File: config.mk
export PLATFORM = sky130hd
export DESIGN_NAME = yaml_line_key_value_lexer_flat
export DESIGN_NICKNAME = d
export VERILOG_FILES = /design/src/hw/rtl/ylkv_pkg.sv /design/src/hw/rtl/ylkv_if.sv /design/src/hw/rtl/yaml_line_key_value_lexer.sv /design/src/flat_wrapper.sv
export SDC_FILE = /design/constraint.sdc
export NUM_CORES = 2
export LEC_CHECK = 0
export ABC_AREA = 1
export BUFFER_PORTS_ARGS = -buffer_cell sky130_fd_sc_hd__clkbuf_2
export CAP_MARGIN = 20
export CORE_MARGIN = 2
export CORE_UTILIZATION = 55
export CTS_CLUSTER_SIZE = 40
export DETAILED_ROUTE_END_ITERATION = 16
export GPL_TIMING_DRIVEN = 0
export PLACE_DENSITY = 0.75
export SLEW_MARGIN = 20
export SYNTH_ARGS = -nofsm -noshare
export SYNTH_HDL_FRONTEND = slang
export SYNTH_SLANG_ARGS = --single-unit
export TNS_END_PERCENT = 5
File: constraint.sdc
create_clock -name clk_i -period 24.3 [get_ports clk_i]
set_input_delay 4.86 -clock clk_i [delete_from_list [all_inputs] [get_ports clk_i]]
set_output_delay 4.86 -clock clk_i [all_outputs]
set_load 0.005 [all_outputs]
File: src/hw/rtl/ylkv_pkg.sv
// package of types and constants for the yaml line key/value lexer
package ylkv_pkg;

  localparam int unsigned LineCapacity = 256;
  localparam int unsigned AddrW = $clog2(LineCapacity);
  localparam int unsigned FillW = AddrW + 1;

  localparam logic [7:0] ChHash  = 8'h23;
  localparam logic [7:0] ChColon = 8'h3a;
  localparam logic [7:0] ChTab   = 8'h09;
  localparam logic [7:0] ChCr    = 8'h0d;
  localparam logic [7:0] ChFf    = 8'h0c;
  localparam logic [7:0] ChUnder = 8'h5f;
  localparam logic [7:0] ChLf    = 8'h0a;
  localparam logic [7:0] ChDq    = 8'h22;
  localparam logic [7:0] ChSq    = 8'h27;
  localparam logic [7:0] ChSpace = 8'h20;

  typedef enum logic [1:0] {
    KindToken = 2'd0,
    KindEnd   = 2'd1,
    KindError = 2'd2
  } kind_e;

  typedef enum logic [2:0] {
    ErrNone     = 3'd0,
    ErrTab      = 3'd1,
    ErrQuote    = 3'd2,
    ErrColon    = 3'd3,
    ErrChar     = 3'd4,
    ErrTooLong  = 3'd5
  } err_e;

  // sequencer states of the lexer
  typedef enum logic [4:0] {
    StIdle, StByte, StLine, StCrRd, StCrChk, StIndRd, StIndChk,
    StCmRd, StCmChk, StTrRd, StTrChk, StKeyRd, StKeyChk,
    StQkRd, StQkChk, StWsRd, StWsChk, StKtRd, StKtChk,
    StVwRd, StVwChk, StQvRd, StQvChk, StEmit, StEndChk, StOut
  } lexer_state_e;

  typedef struct packed {
    logic [7:0]  data_byte;
    logic        has_byte;
    logic        end_of_input;
  } in_t;

  typedef struct packed {
    logic [1:0]  kind;
    logic [31:0] line_offset;
    logic [7:0]  indent;
    logic [7:0]  key_start;
    logic [7:0]  key_length;
    logic [7:0]  value_start;
    logic [7:0]  value_length;
    logic [2:0]  error_code;
    logic [15:0] line_number;
    logic        last_result;
  } out_t;

  function automatic logic is_ws(input logic [7:0] c);
    return c == ChSpace || c == ChTab || c == ChFf || c == ChCr;
  endfunction

  function automatic logic is_ident(input logic [7:0] c);
    return (c >= 8'h61 && c <= 8'h7a) || (c >= 8'h41 && c <= 8'h5a) ||
           (c >= 8'h30 && c <= 8'h39) || c == ChUnder;
  endfunction

  function automatic logic is_quote(input logic [7:0] c);
    return c == ChDq || c == ChSq;
  endfunction

  function automatic logic [7:0] sat8(input logic [FillW-1:0] v);
    logic [7:0] r;
    if (v > FillW'(255)) r = 8'hff;
    else r = v[7:0];
    return r;
  endfunction

endpackage

File: src/hw/rtl/ylkv_if.sv
// valid/ready channel interfaces for the lexer
interface ylkv_in_if;
  logic           valid;
  logic           ready;
  ylkv_pkg::in_t  payload;
  modport source (output valid, output payload, input ready);
  modport sink (input valid, input payload, output ready);
endinterface

interface ylkv_out_if;
  logic           valid;
  logic           ready;
  ylkv_pkg::out_t payload;
  modport source (output valid, output payload, input ready);
  modport sink (input valid, input payload, output ready);
endinterface

File: src/hw/rtl/yaml_line_key_value_lexer.sv
// yaml line key/value lexer: line buffer, rescanning sequencer and result register
// a plain byte is captured in StIdle and written to the buffer in StByte; a newline or end rescans
// the line through the single buffer read port
// one transaction at a time; ready is low while a line is scanned or its result, or the
// end result, waits for the output register
// reset: asynchronous; counters, fill, flags and sequencer clear, buffer contents do not
module yaml_line_key_value_lexer (
  input logic         clk_i,
  input logic         rst_ni,
  ylkv_in_if.sink     in_if,
  ylkv_out_if.source  out_if
);

  localparam int unsigned AW = ylkv_pkg::AddrW;
  localparam int unsigned FW = ylkv_pkg::FillW;

  // sub-phase codes for the generic whitespace skip
  typedef enum logic [1:0] {
    WsAfterQkey, WsValue
  } ws_e;

  logic [7:0] mem_q [ylkv_pkg::LineCapacity];
  logic [7:0] rd_q, prev_q;
  logic [AW-1:0] ra;
  logic re;

  ylkv_pkg::lexer_state_e st_q, st_d;
  logic [FW-1:0] fill_q, n_q, i_q, ind_q, end_q, p_q, ks_q, kl_q, vs_q, vl_q;
  logic [FW-1:0] n_d, i_d, ind_d, end_d, p_d, ks_d, kl_d, vs_d, vl_d, fill_d;
  logic [7:0] quote_q, quote_d, c0_q, c0_d;
  logic ovf_q, ovf_d, alarm_q, alarm_d, eoi_q, eoi_d, lfend_q, lfend_d;
  ws_e ws_q, ws_d;
  logic [15:0] lc_q, lc_d;
  logic [31:0] pos_q, pos_d, off_q, off_d;
  ylkv_pkg::in_t in_q, in_d;
  ylkv_pkg::out_t o_q, o_d, r_q, r_d;
  logic ov_q, ov_d;
  logic we;

  // line buffer
  always_ff @(posedge clk_i) begin
    if (we) mem_q[fill_q[AW-1:0]] <= in_q.data_byte;
    if (re) rd_q <= mem_q[ra];
  end

  always_ff @(posedge clk_i or negedge rst_ni) begin
    if (!rst_ni) begin
      st_q <= ylkv_pkg::StIdle; fill_q <= '0; ovf_q <= 1'b0; alarm_q <= 1'b0;
      lc_q <= '0; pos_q <= '0; off_q <= '0; ov_q <= 1'b0; eoi_q <= 1'b0;
      lfend_q <= 1'b0;
    end else begin
      st_q <= st_d; fill_q <= fill_d; ovf_q <= ovf_d; alarm_q <= alarm_d;
      lc_q <= lc_d; pos_q <= pos_d; off_q <= off_d; ov_q <= ov_d; eoi_q <= eoi_d;
      lfend_q <= lfend_d;
    end
  end

  // scan registers and the staged line result
  always_ff @(posedge clk_i) begin
    n_q <= n_d; i_q <= i_d; ind_q <= ind_d; end_q <= end_d; p_q <= p_d;
    ks_q <= ks_d; kl_q <= kl_d; vs_q <= vs_d; vl_q <= vl_d; quote_q <= quote_d;
    c0_q <= c0_d; in_q <= in_d; o_q <= o_d; r_q <= r_d; ws_q <= ws_d;
    if (re) prev_q <= rd_q;
  end

  assign in_if.ready = (st_q == ylkv_pkg::StIdle);
  assign out_if.valid = ov_q;
  assign out_if.payload = o_q;

  // next state
  always_comb begin
    st_d = st_q; n_d = n_q; i_d = i_q; ind_d = ind_q; end_d = end_q; p_d = p_q;
    ks_d = ks_q; kl_d = kl_q; vs_d = vs_q; vl_d = vl_q; quote_d = quote_q;
    c0_d = c0_q; in_d = in_q; o_d = o_q; r_d = r_q; ws_d = ws_q;
    fill_d = fill_q; ovf_d = ovf_q; alarm_d = alarm_q; lc_d = lc_q;
    pos_d = pos_q; off_d = off_q; ov_d = ov_q; eoi_d = eoi_q; lfend_d = lfend_q;
    we = 1'b0; re = 1'b0; ra = '0;
    if (ov_q && out_if.ready) ov_d = 1'b0;
    case (st_q)
      ylkv_pkg::StIdle: begin
        if (in_if.valid) begin
          in_d = in_if.payload;
          if (!alarm_q) st_d = ylkv_pkg::StByte;
        end
      end
      ylkv_pkg::StByte: begin
        eoi_d = in_q.end_of_input;
        lfend_d = 1'b0;
        if (in_q.has_byte) begin
          pos_d = pos_q + 32'd1;
          if (in_q.data_byte == ylkv_pkg::ChLf) begin
            lfend_d = 1'b1;
            st_d = ylkv_pkg::StLine;
          end else begin
            if (fill_q < FW'(ylkv_pkg::LineCapacity)) begin
              we = 1'b1; fill_d = fill_q + FW'(1);
            end else ovf_d = 1'b1;
            st_d = ylkv_pkg::StEndChk;
          end
        end else st_d = ylkv_pkg::StEndChk;
      end
      ylkv_pkg::StEndChk: begin
        if (!eoi_q) st_d = ylkv_pkg::StIdle;
        else if (fill_q != '0 || ovf_q) begin
          lfend_d = 1'b0; st_d = ylkv_pkg::StLine;
        end else if (!ov_q) begin
          o_d = '0;
          o_d.kind = ylkv_pkg::KindEnd;
          o_d.line_offset = pos_q;
          o_d.line_number = (lc_q != 16'hffff) ? lc_q + 16'd1 : 16'hffff;
          o_d.last_result = 1'b1;
          ov_d = 1'b1;
          lc_d = '0; pos_d = '0; off_d = '0; eoi_d = 1'b0;
          st_d = ylkv_pkg::StIdle;
        end
      end
      ylkv_pkg::StLine: begin
        if (lc_q != 16'hffff) lc_d = lc_q + 16'd1;
        n_d = fill_q;
        if (ovf_q) begin
          r_d = '0; r_d.error_code = ylkv_pkg::ErrTooLong; st_d = ylkv_pkg::StEmit;
          r_d.kind = ylkv_pkg::KindError;
        end else if (fill_q == '0) st_d = ylkv_pkg::StOut;
        else begin
          re = 1'b1; ra = AW'(fill_q - FW'(1)); st_d = ylkv_pkg::StCrRd;
        end
      end
      ylkv_pkg::StCrRd: st_d = ylkv_pkg::StCrChk;
      ylkv_pkg::StCrChk: begin
        if (rd_q == ylkv_pkg::ChCr) n_d = n_q - FW'(1);
        ind_d = '0; st_d = ylkv_pkg::StIndRd;
        if (rd_q == ylkv_pkg::ChCr && n_q == FW'(1)) st_d = ylkv_pkg::StOut;
        re = 1'b1; ra = '0;
      end
      ylkv_pkg::StIndRd: st_d = ylkv_pkg::StIndChk;
      ylkv_pkg::StIndChk: begin
        if (ind_q == n_q) st_d = ylkv_pkg::StOut;
        else if (rd_q == ylkv_pkg::ChSpace) begin
          ind_d = ind_q + FW'(1); re = 1'b1; ra = AW'(ind_q + FW'(1));
          st_d = ylkv_pkg::StIndRd;
        end else if (rd_q == ylkv_pkg::ChTab) begin
          r_d = '0; r_d.kind = ylkv_pkg::KindError;
          r_d.error_code = ylkv_pkg::ErrTab; st_d = ylkv_pkg::StEmit;
        end else begin
          c0_d = rd_q; i_d = ind_q; end_d = n_q; quote_d = '0;
          re = 1'b1; ra = AW'(ind_q); st_d = ylkv_pkg::StCmRd;
        end
      end
      // comment search; prev_q holds the byte before i
      ylkv_pkg::StCmRd: st_d = ylkv_pkg::StCmChk;
      ylkv_pkg::StCmChk: begin
        if (quote_q != '0) begin
          if (rd_q == quote_q) quote_d = '0;
        end else if (ylkv_pkg::is_quote(rd_q)) quote_d = rd_q;
        else if (rd_q == ylkv_pkg::ChHash &&
                 (i_q == ind_q || ylkv_pkg::is_ws(prev_q))) begin
          end_d = i_q;
        end
        if (quote_q == '0 && !ylkv_pkg::is_quote(rd_q) && rd_q == ylkv_pkg::ChHash &&
            (i_q == ind_q || ylkv_pkg::is_ws(prev_q))) begin
          st_d = ylkv_pkg::StTrChk;
          if (i_q != ind_q) begin
            re = 1'b1; ra = AW'(i_q - FW'(1)); st_d = ylkv_pkg::StTrRd;
          end
        end else if (i_q + FW'(1) == n_q) begin
          end_d = n_q;
          // skip trim when no comment
          i_d = n_q;
          st_d = ylkv_pkg::StKeyRd; re = 1'b1; ra = AW'(ind_q);
        end else begin
          i_d = i_q + FW'(1); re = 1'b1; ra = AW'(i_q + FW'(1));
          st_d = ylkv_pkg::StCmRd;
        end
      end
      ylkv_pkg::StTrRd: st_d = ylkv_pkg::StTrChk;
      ylkv_pkg::StTrChk: begin
        if (end_q != ind_q && ylkv_pkg::is_ws(rd_q)) begin
          end_d = end_q - FW'(1);
          if (end_q - FW'(1) != ind_q) begin
            re = 1'b1; ra = AW'(end_q - FW'(2)); st_d = ylkv_pkg::StTrRd;
          end else st_d = ylkv_pkg::StOut;
        end else if (end_q == ind_q) st_d = ylkv_pkg::StOut;
        else begin
          re = 1'b1; ra = AW'(ind_q); st_d = ylkv_pkg::StKeyRd;
        end
      end
      ylkv_pkg::StKeyRd: st_d = ylkv_pkg::StKeyChk;
      ylkv_pkg::StKeyChk: begin
        p_d = ind_q;
        if (ylkv_pkg::is_quote(c0_q)) begin
          ks_d = ind_q + FW'(1); p_d = ind_q + FW'(1);
          if (ind_q + FW'(1) == end_q) begin
            r_d = '0; r_d.kind = ylkv_pkg::KindError;
            r_d.error_code = ylkv_pkg::ErrQuote; st_d = ylkv_pkg::StEmit;
          end else begin
            re = 1'b1; ra = AW'(ind_q + FW'(1)); st_d = ylkv_pkg::StQkRd;
          end
        end else if (!ylkv_pkg::is_ident(c0_q)) begin
          r_d = '0; r_d.kind = ylkv_pkg::KindError;
          r_d.error_code = ylkv_pkg::ErrChar; st_d = ylkv_pkg::StEmit;
        end else begin
          ks_d = ind_q; re = 1'b1; ra = AW'(ind_q); st_d = ylkv_pkg::StKtRd;
        end
      end
      // quoted key close search
      ylkv_pkg::StQkRd: st_d = ylkv_pkg::StQkChk;
      ylkv_pkg::StQkChk: begin
        if (rd_q == c0_q) begin
          kl_d = p_q - ks_q; p_d = p_q + FW'(1); ws_d = WsAfterQkey;
          if (p_q + FW'(1) == end_q) begin
            r_d = '0; r_d.kind = ylkv_pkg::KindError;
            r_d.error_code = ylkv_pkg::ErrColon; st_d = ylkv_pkg::StEmit;
          end else begin
            re = 1'b1; ra = AW'(p_q + FW'(1)); st_d = ylkv_pkg::StWsRd;
          end
        end else if (p_q + FW'(1) == end_q) begin
          r_d = '0; r_d.kind = ylkv_pkg::KindError;
          r_d.error_code = ylkv_pkg::ErrQuote; st_d = ylkv_pkg::StEmit;
        end else begin
          p_d = p_q + FW'(1); re = 1'b1; ra = AW'(p_q + FW'(1));
          st_d = ylkv_pkg::StQkRd;
        end
      end
      // bare key: find colon
      ylkv_pkg::StKtRd: st_d = ylkv_pkg::StKtChk;
      ylkv_pkg::StKtChk: begin
        if (rd_q == ylkv_pkg::ChColon) begin
          kl_d = p_q - ks_q; i_d = p_q;
          if (p_q != ks_q) begin
            re = 1'b1; ra = AW'(p_q - FW'(1)); st_d = ylkv_pkg::StVwRd;
          end else begin
            p_d = p_q + FW'(1); ws_d = WsValue; st_d = ylkv_pkg::StWsChk;
            if (p_q + FW'(1) != end_q) begin
              re = 1'b1; ra = AW'(p_q + FW'(1)); st_d = ylkv_pkg::StWsRd;
            end
          end
        end else if (p_q + FW'(1) == end_q) begin
          r_d = '0; r_d.kind = ylkv_pkg::KindError;
          r_d.error_code = ylkv_pkg::ErrColon; st_d = ylkv_pkg::StEmit;
        end else begin
          p_d = p_q + FW'(1); re = 1'b1; ra = AW'(p_q + FW'(1));
          st_d = ylkv_pkg::StKtRd;
        end
      end
      // trim key tail; i holds colon position
      ylkv_pkg::StVwRd: st_d = ylkv_pkg::StVwChk;
      ylkv_pkg::StVwChk: begin
        if (ylkv_pkg::is_ws(rd_q) && kl_q != '0) begin
          kl_d = kl_q - FW'(1);
          if (kl_q != FW'(1)) begin
            re = 1'b1; ra = AW'(ks_q + kl_q - FW'(2)); st_d = ylkv_pkg::StVwRd;
          end
        end
        if (!(ylkv_pkg::is_ws(rd_q) && kl_q != '0 && kl_q != FW'(1))) begin
          p_d = i_q + FW'(1); ws_d = WsValue; st_d = ylkv_pkg::StWsChk;
          if (i_q + FW'(1) != end_q) begin
            re = 1'b1; ra = AW'(i_q + FW'(1)); st_d = ylkv_pkg::StWsRd;
          end
        end
      end
      // whitespace skip; StWsChk entered without read means p == end
      ylkv_pkg::StWsRd: st_d = ylkv_pkg::StWsChk;
      ylkv_pkg::StWsChk: begin
        if (p_q != end_q && ylkv_pkg::is_ws(rd_q)) begin
          p_d = p_q + FW'(1);
          if (p_q + FW'(1) != end_q) begin
            re = 1'b1; ra = AW'(p_q + FW'(1)); st_d = ylkv_pkg::StWsRd;
          end
        end else if (ws_q == WsAfterQkey) begin
          if (p_q == end_q || rd_q != ylkv_pkg::ChColon) begin
            r_d = '0; r_d.kind = ylkv_pkg::KindError;
            r_d.error_code = ylkv_pkg::ErrColon; st_d = ylkv_pkg::StEmit;
          end else begin
            p_d = p_q + FW'(1); ws_d = WsValue; st_d = ylkv_pkg::StWsChk;
            if (p_q + FW'(1) != end_q) begin
              re = 1'b1; ra = AW'(p_q + FW'(1)); st_d = ylkv_pkg::StWsRd;
            end
          end
        end else begin
          vs_d = '0; vl_d = '0;
          r_d = '0; r_d.kind = ylkv_pkg::KindToken; st_d = ylkv_pkg::StEmit;
          if (p_q != end_q) begin
            if (ylkv_pkg::is_quote(rd_q)) begin
              c0_d = rd_q; vs_d = p_q + FW'(1); p_d = p_q + FW'(1);
              if (p_q + FW'(1) == end_q) r_d.error_code = ylkv_pkg::ErrQuote;
              else begin
                re = 1'b1; ra = AW'(p_q + FW'(1)); st_d = ylkv_pkg::StQvRd;
              end
            end else begin
              vs_d = p_q; vl_d = end_q - p_q;
            end
          end
          if (ylkv_pkg::is_quote(rd_q) && p_q != end_q && p_q + FW'(1) == end_q)
            r_d.kind = ylkv_pkg::KindError;
        end
      end
      ylkv_pkg::StQvRd: st_d = ylkv_pkg::StQvChk;
      ylkv_pkg::StQvChk: begin
        if (rd_q == c0_q) begin
          vl_d = p_q - vs_q; r_d = '0; r_d.kind = ylkv_pkg::KindToken;
          st_d = ylkv_pkg::StEmit;
        end else if (p_q + FW'(1) == end_q) begin
          r_d = '0; r_d.kind = ylkv_pkg::KindError;
          r_d.error_code = ylkv_pkg::ErrQuote; st_d = ylkv_pkg::StEmit;
        end else begin
          p_d = p_q + FW'(1); re = 1'b1; ra = AW'(p_q + FW'(1));
          st_d = ylkv_pkg::StQvRd;
        end
      end
      // present the line result once the output register is free
      ylkv_pkg::StEmit: begin
        if (!ov_q) begin
          o_d = r_q;
          o_d.line_offset = off_q;
          o_d.line_number = lc_q;
          if (r_q.kind == ylkv_pkg::KindToken) begin
            o_d.indent = ylkv_pkg::sat8(ind_q);
            o_d.key_start = ylkv_pkg::sat8(ks_q);
            o_d.key_length = ylkv_pkg::sat8(kl_q);
            o_d.value_start = ylkv_pkg::sat8(vs_q);
            o_d.value_length = ylkv_pkg::sat8(vl_q);
            o_d.last_result = !eoi_q;
          end else begin
            alarm_d = 1'b1; o_d.last_result = 1'b1;
          end
          ov_d = 1'b1;
          st_d = ylkv_pkg::StOut;
        end
      end
      // line done: reset buffer fill and, unless an error alarm is set, continue with end handling at end of input
      ylkv_pkg::StOut: begin
        fill_d = '0; ovf_d = 1'b0;
        if (lfend_q) off_d = pos_q;
        if (alarm_d || alarm_q) st_d = ylkv_pkg::StIdle;
        else if (eoi_q) begin
          fill_d = '0; st_d = ylkv_pkg::StEndChk;
        end else st_d = ylkv_pkg::StIdle;
      end
      default: st_d = ylkv_pkg::StIdle;
    endcase
  end

endmodule
File: src/flat_wrapper.sv
// flat-port wrapper written by rule: the top's interface ports become plain ports
module yaml_line_key_value_lexer_flat 
  (clk_i, rst_ni, in_if_valid, in_if_payload, in_if_ready, out_if_valid, out_if_payload, out_if_ready);
  ylkv_in_if in_if_i ();
  ylkv_out_if out_if_i ();
  input logic clk_i;
  input logic rst_ni;
  input wire logic [$bits(in_if_i.valid)-1:0] in_if_valid;
  input wire logic [$bits(in_if_i.payload)-1:0] in_if_payload;
  output wire logic [$bits(in_if_i.ready)-1:0] in_if_ready;
  output wire logic [$bits(out_if_i.valid)-1:0] out_if_valid;
  output wire logic [$bits(out_if_i.payload)-1:0] out_if_payload;
  input wire logic [$bits(out_if_i.ready)-1:0] out_if_ready;
  assign in_if_i.valid = in_if_valid;
  assign in_if_i.payload = in_if_payload;
  assign in_if_ready = in_if_i.ready;
  assign out_if_valid = out_if_i.valid;
  assign out_if_payload = out_if_i.payload;
  assign out_if_i.ready = out_if_ready;
  yaml_line_key_value_lexer u_core (.clk_i(clk_i), .rst_ni(rst_ni), .in_if(in_if_i), .out_if(out_if_i));
endmodule
==> flow_metrics.env <==
export IMPL_status="finished, final reports clean"
export IMPL_synthDistinctLibCells=62
export IMPL_min_path_type="reg -> reg"
export IMPL_nFillCells=16110
export IMPL_drcViolationCount=0
export IMPL_synth_async_reset_ratio_pct=4.108
export IMPL_fin_crit_ns=7.437
export IMPL_syn_mean_instance_area_sq_um=9.957
export IMPL_rows=166
export IMPL_fin_area_sq_um=127900
export IMPL_dp_final_hpwl_mm=295.5
export IMPL_worstRegToRegCells=29
export IMPL_drv_slew=0
export IMPL_whs_path_depth=1
export IMPL_synthFlopType="edfxtp_1"
export IMPL_rsz0062_at_grt="false"
export IMPL_finalHoldViolCount=0
export IMPL_setup_violations=0
export IMPL_fin_skew_ns=0.05064
export IMPL_drive_above_1_share_pct=10.72
export IMPL_die_width_um=457.7
export IMPL_syn_nets=11450
export IMPL_pwr_share_comb_pct=45.3
export IMPL_pwr_share_seq_pct=31.2
export IMPL_synth_seq_area_share_pct=63.49
export IMPL_pin_count=110
export IMPL_port_buffers=109
export IMPL_r2r_end="u_core.rd_q[6]"
export IMPL_grt_max_degree=52
export IMPL_antenna_found_initial=23
export IMPL_vias=89600
export IMPL_syn_inst=11370
export IMPL_tns_ns=0
export IMPL_power_density_nw_per_um2=124.1
export IMPL_place_gp_congestion=1.029
export IMPL_clock_sinks=2410
export IMPL_cpMostUsedCell="nand3_1"
export IMPL_netlist_area_sq_um=113200
export IMPL_max_cap_violations=0
export IMPL_core_area_sq_um=204600
export IMPL_synth_seq_cells=2410
export IMPL_die_h_um=457.7
export IMPL_hold_slack_ns=0.4887
export IMPL_ys_warn_count=0
export IMPL_die_area_sq_um=209500
export IMPL_switching_share_pct=45.33
export IMPL_postRouteAntennaNets=0
export IMPL_synth_area_top_cells="edfxtp_1 (61%), nand3_1 (9.6%), nand2_1 (7.9%), inv_1 (6.3%), nand3b_1 (2.3%)"
export IMPL_p_int_mw=8.679
export IMPL_synthMostInstantiatedCell="nand2_1"
export IMPL_routed_wl_mm=399.3
export IMPL_cts_root_buf="clkbuf_16"
export IMPL_tightest_slew_ns=1.303
export IMPL_avgRoutedWirePerCell_um=26.98
export IMPL_clkTransAtPathRegs_ns=0.07
export IMPL_fin_crit_sh_pct=30.61
export IMPL_cellLeakagePower_nw=52.79
export IMPL_startpoint_type="flop"
export IMPL_post_cts_buffers=0
export IMPL_cts_max_level=4
export IMPL_synthToLayoutAreaGrowth_pct=13.02
export IMPL_vdd_drop_max_uv=90.76
export IMPL_cts_hold_buf=0
export IMPL_clkPwrFrac_pct=23.4
export IMPL_regToRegSetupSlack_ns=16.86
export IMPL_cts_repair_resized=0
export IMPL_crit_type="reg -> reg"
export IMPL_initial_core_util_pct=55.33
export IMPL_grt_usage_pct=37.28
export IMPL_insertion_delay_ns=0.93
export IMPL_p_sw_mw=7.196
export IMPL_via_per_inst=6.053
export IMPL_hold_path_startpoint="u_core.in_q[0]"
export IMPL_synth_common_cells="nand2_1 (2376), edfxtp_1 (2311), nand3_1 (2170)"
export IMPL_first_pass_iters=9
export IMPL_worst_ep_required_time_ns=24.94
export IMPL_overflow=0
export IMPL_crit_fanout=10
export IMPL_synth_edf_count=2311
export IMPL_critPathSlowestCell="edfxtp_1"
export IMPL_synth_top_cell_by_area="edfxtp_1"
export IMPL_clock_fmax_ghz=0.1345
export IMPL_synth_top_cell_area_share_pct=61.31
export IMPL_holdPathEnd="u_core.eoi_q"
export IMPL_cts_tree="built"
export IMPL_drt_iter0_drc=15430
export IMPL_clockBufferDepth=3
export IMPL_arrival_ns=8.07
export IMPL_grt_pass1_vias=82910
export IMPL_end_kind="flop"
export IMPL_grt_first_pass_wirelength_mm=563.1
export IMPL_fin_nets=11970
export IMPL_dpl_instance_area_sq_um=120100
export IMPL_max_slew_margin_pct=12.87
export IMPL_cts_buffers=241
export IMPL_critPathMaxStageDelay_ns=0.65
export IMPL_timing_rr_start="u_core.p_q[1]"
==> kinds of logic after synthesis <==
family          synth area share [%]
flops                          63.49
fa+ha+maj                     0.7229
xor+xnor                      0.6720
compound gates                 2.898
simple gates                   22.98
buf+inv                        9.225
mux                         0.008843
==> power groups by stage <==
stage	clock, mW	combinational [mW]	sequential, mW
after floorplan	0	3.66	5.10
after global placement	0	6.37	5.30
after detailed placement	0	6.79	5.04
after CTS	3.70	6.83	4.95
after global routing	3.86	7.37	4.97
final	3.72	7.20	4.96
==> critical path: cells and delay by family, from the launching register on <==
| family | cells | cell delay (ns) |
|---|---|---|
| simple gates | 19 | 3.28 |
| buf+inv | 7 | 2.17 |
| fa+ha+maj | 2 | 0.90 |
| flops | 1 | 0.65 |
| compound gates | 1 | 0.10 |
==> cell type report <==
type                            instances  area, sq um  share of cell area (%)
Timing Repair Buffer                  280         3416                   2.670
Antenna cell                           18        45.04                 0.03521
Inverter                             1974         7410                   5.792
Clock buffer                          294         6282                   4.910
Buffer                                604         3055                   2.388
Clock inverter                        152         1476                   1.154
Tap cell                             2688         3363                   2.629
Multi-Input combinational cell       6381        31020                   24.24
Sequential cell                      2410        71870                   56.18
==> how the worst max path moves through the flow <==
stage | from | endpoint | slack (ns) | cells past startpoint
final | u_core.p_q[1] | u_core.rd_q[6] | 16.86 | 29
after global routing | u_core.p_q[1] | u_core.rd_q[6] | 16.85 | 29
after CTS | u_core.st_q[0] | in_if_ready | 17.05 | 4
after detailed placement | u_core.p_q[1] | u_core.rd_q[6] | 17.28 | 29
after global placement | u_core.fill_q[0] | u_core.out_if.payload[84] | 2.78 | 8
after floorplan | u_core.fill_q[0] | u_core.out_if.payload[0] | 7.35 | 8
==> metrics by stage <==
step           utilization (%)  std cells  setup WS, ns  total power [mW]
2_1_floorplan                -      11370         7.348             8.765
3_3_place_gp             57.24      14170         2.780             11.67
3_5_place_dp             58.72      14340         17.28             11.83
4_1_cts                  62.51      14780         17.05             15.49
5_1_grt                  62.52      14790         16.85             16.20
6_report                 62.54      14800         16.86             15.88
==> state kept, by name (all words and copies together), names as in the netlist, 10 cells and up <==
register	cells
u_core.r_q	45
u_core.in_q	10
u_core.lc_q	16
u_core.out_if.payload	94
u_core.pos_q	32
u_core.mem_q	2048
u_core.off_q	32
==> placed cells by master (no fill, tap or decap), types with 22 or more instances in the layout <==
| cell type | instances |
|---|---|
| nand2_1 | 2375 |
| edfxtp_1 | 2311 |
| nand3_1 | 2162 |
| inv_1 | 1897 |
| nor2_1 | 560 |
| buf_2 | 453 |
| nand3b_1 | 349 |
| clkbuf_16 | 243 |
| o21ai_0 | 242 |
| clkbuf_1 | 136 |
| clkbuf_2 | 127 |
| buf_8 | 99 |
| dfrtp_1 | 99 |
| a21oi_1 | 93 |
| nor3_1 | 77 |
| clkinv_1 | 71 |
| ha_1 | 59 |
| xor2_1 | 55 |
| inv_2 | 53 |
| clkinv_2 | 51 |
| buf_4 | 46 |
| buf_16 | 41 |
| nand4_1 | 37 |
| o211ai_1 | 34 |
| o221ai_1 | 33 |
| a31oi_1 | 32 |
| xnor2_1 | 30 |
| o22ai_1 | 29 |
| nor2_2 | 28 |
| bufinv_16 | 22 |
==> per-layer routing <==
metal | wire length [um] | GRT usage (%) | vias up
met3 | 54970 | 9.866 | 1296
met5 | 142 | 0 | -
met1 | 146900 | 50.13 | 42450
met2 | 169900 | 54.66 | 6828
li1 | - | - | 39010
met4 | 27400 | 22.02 | 20
Note: power is estimated with default switching activity, not from simulation.
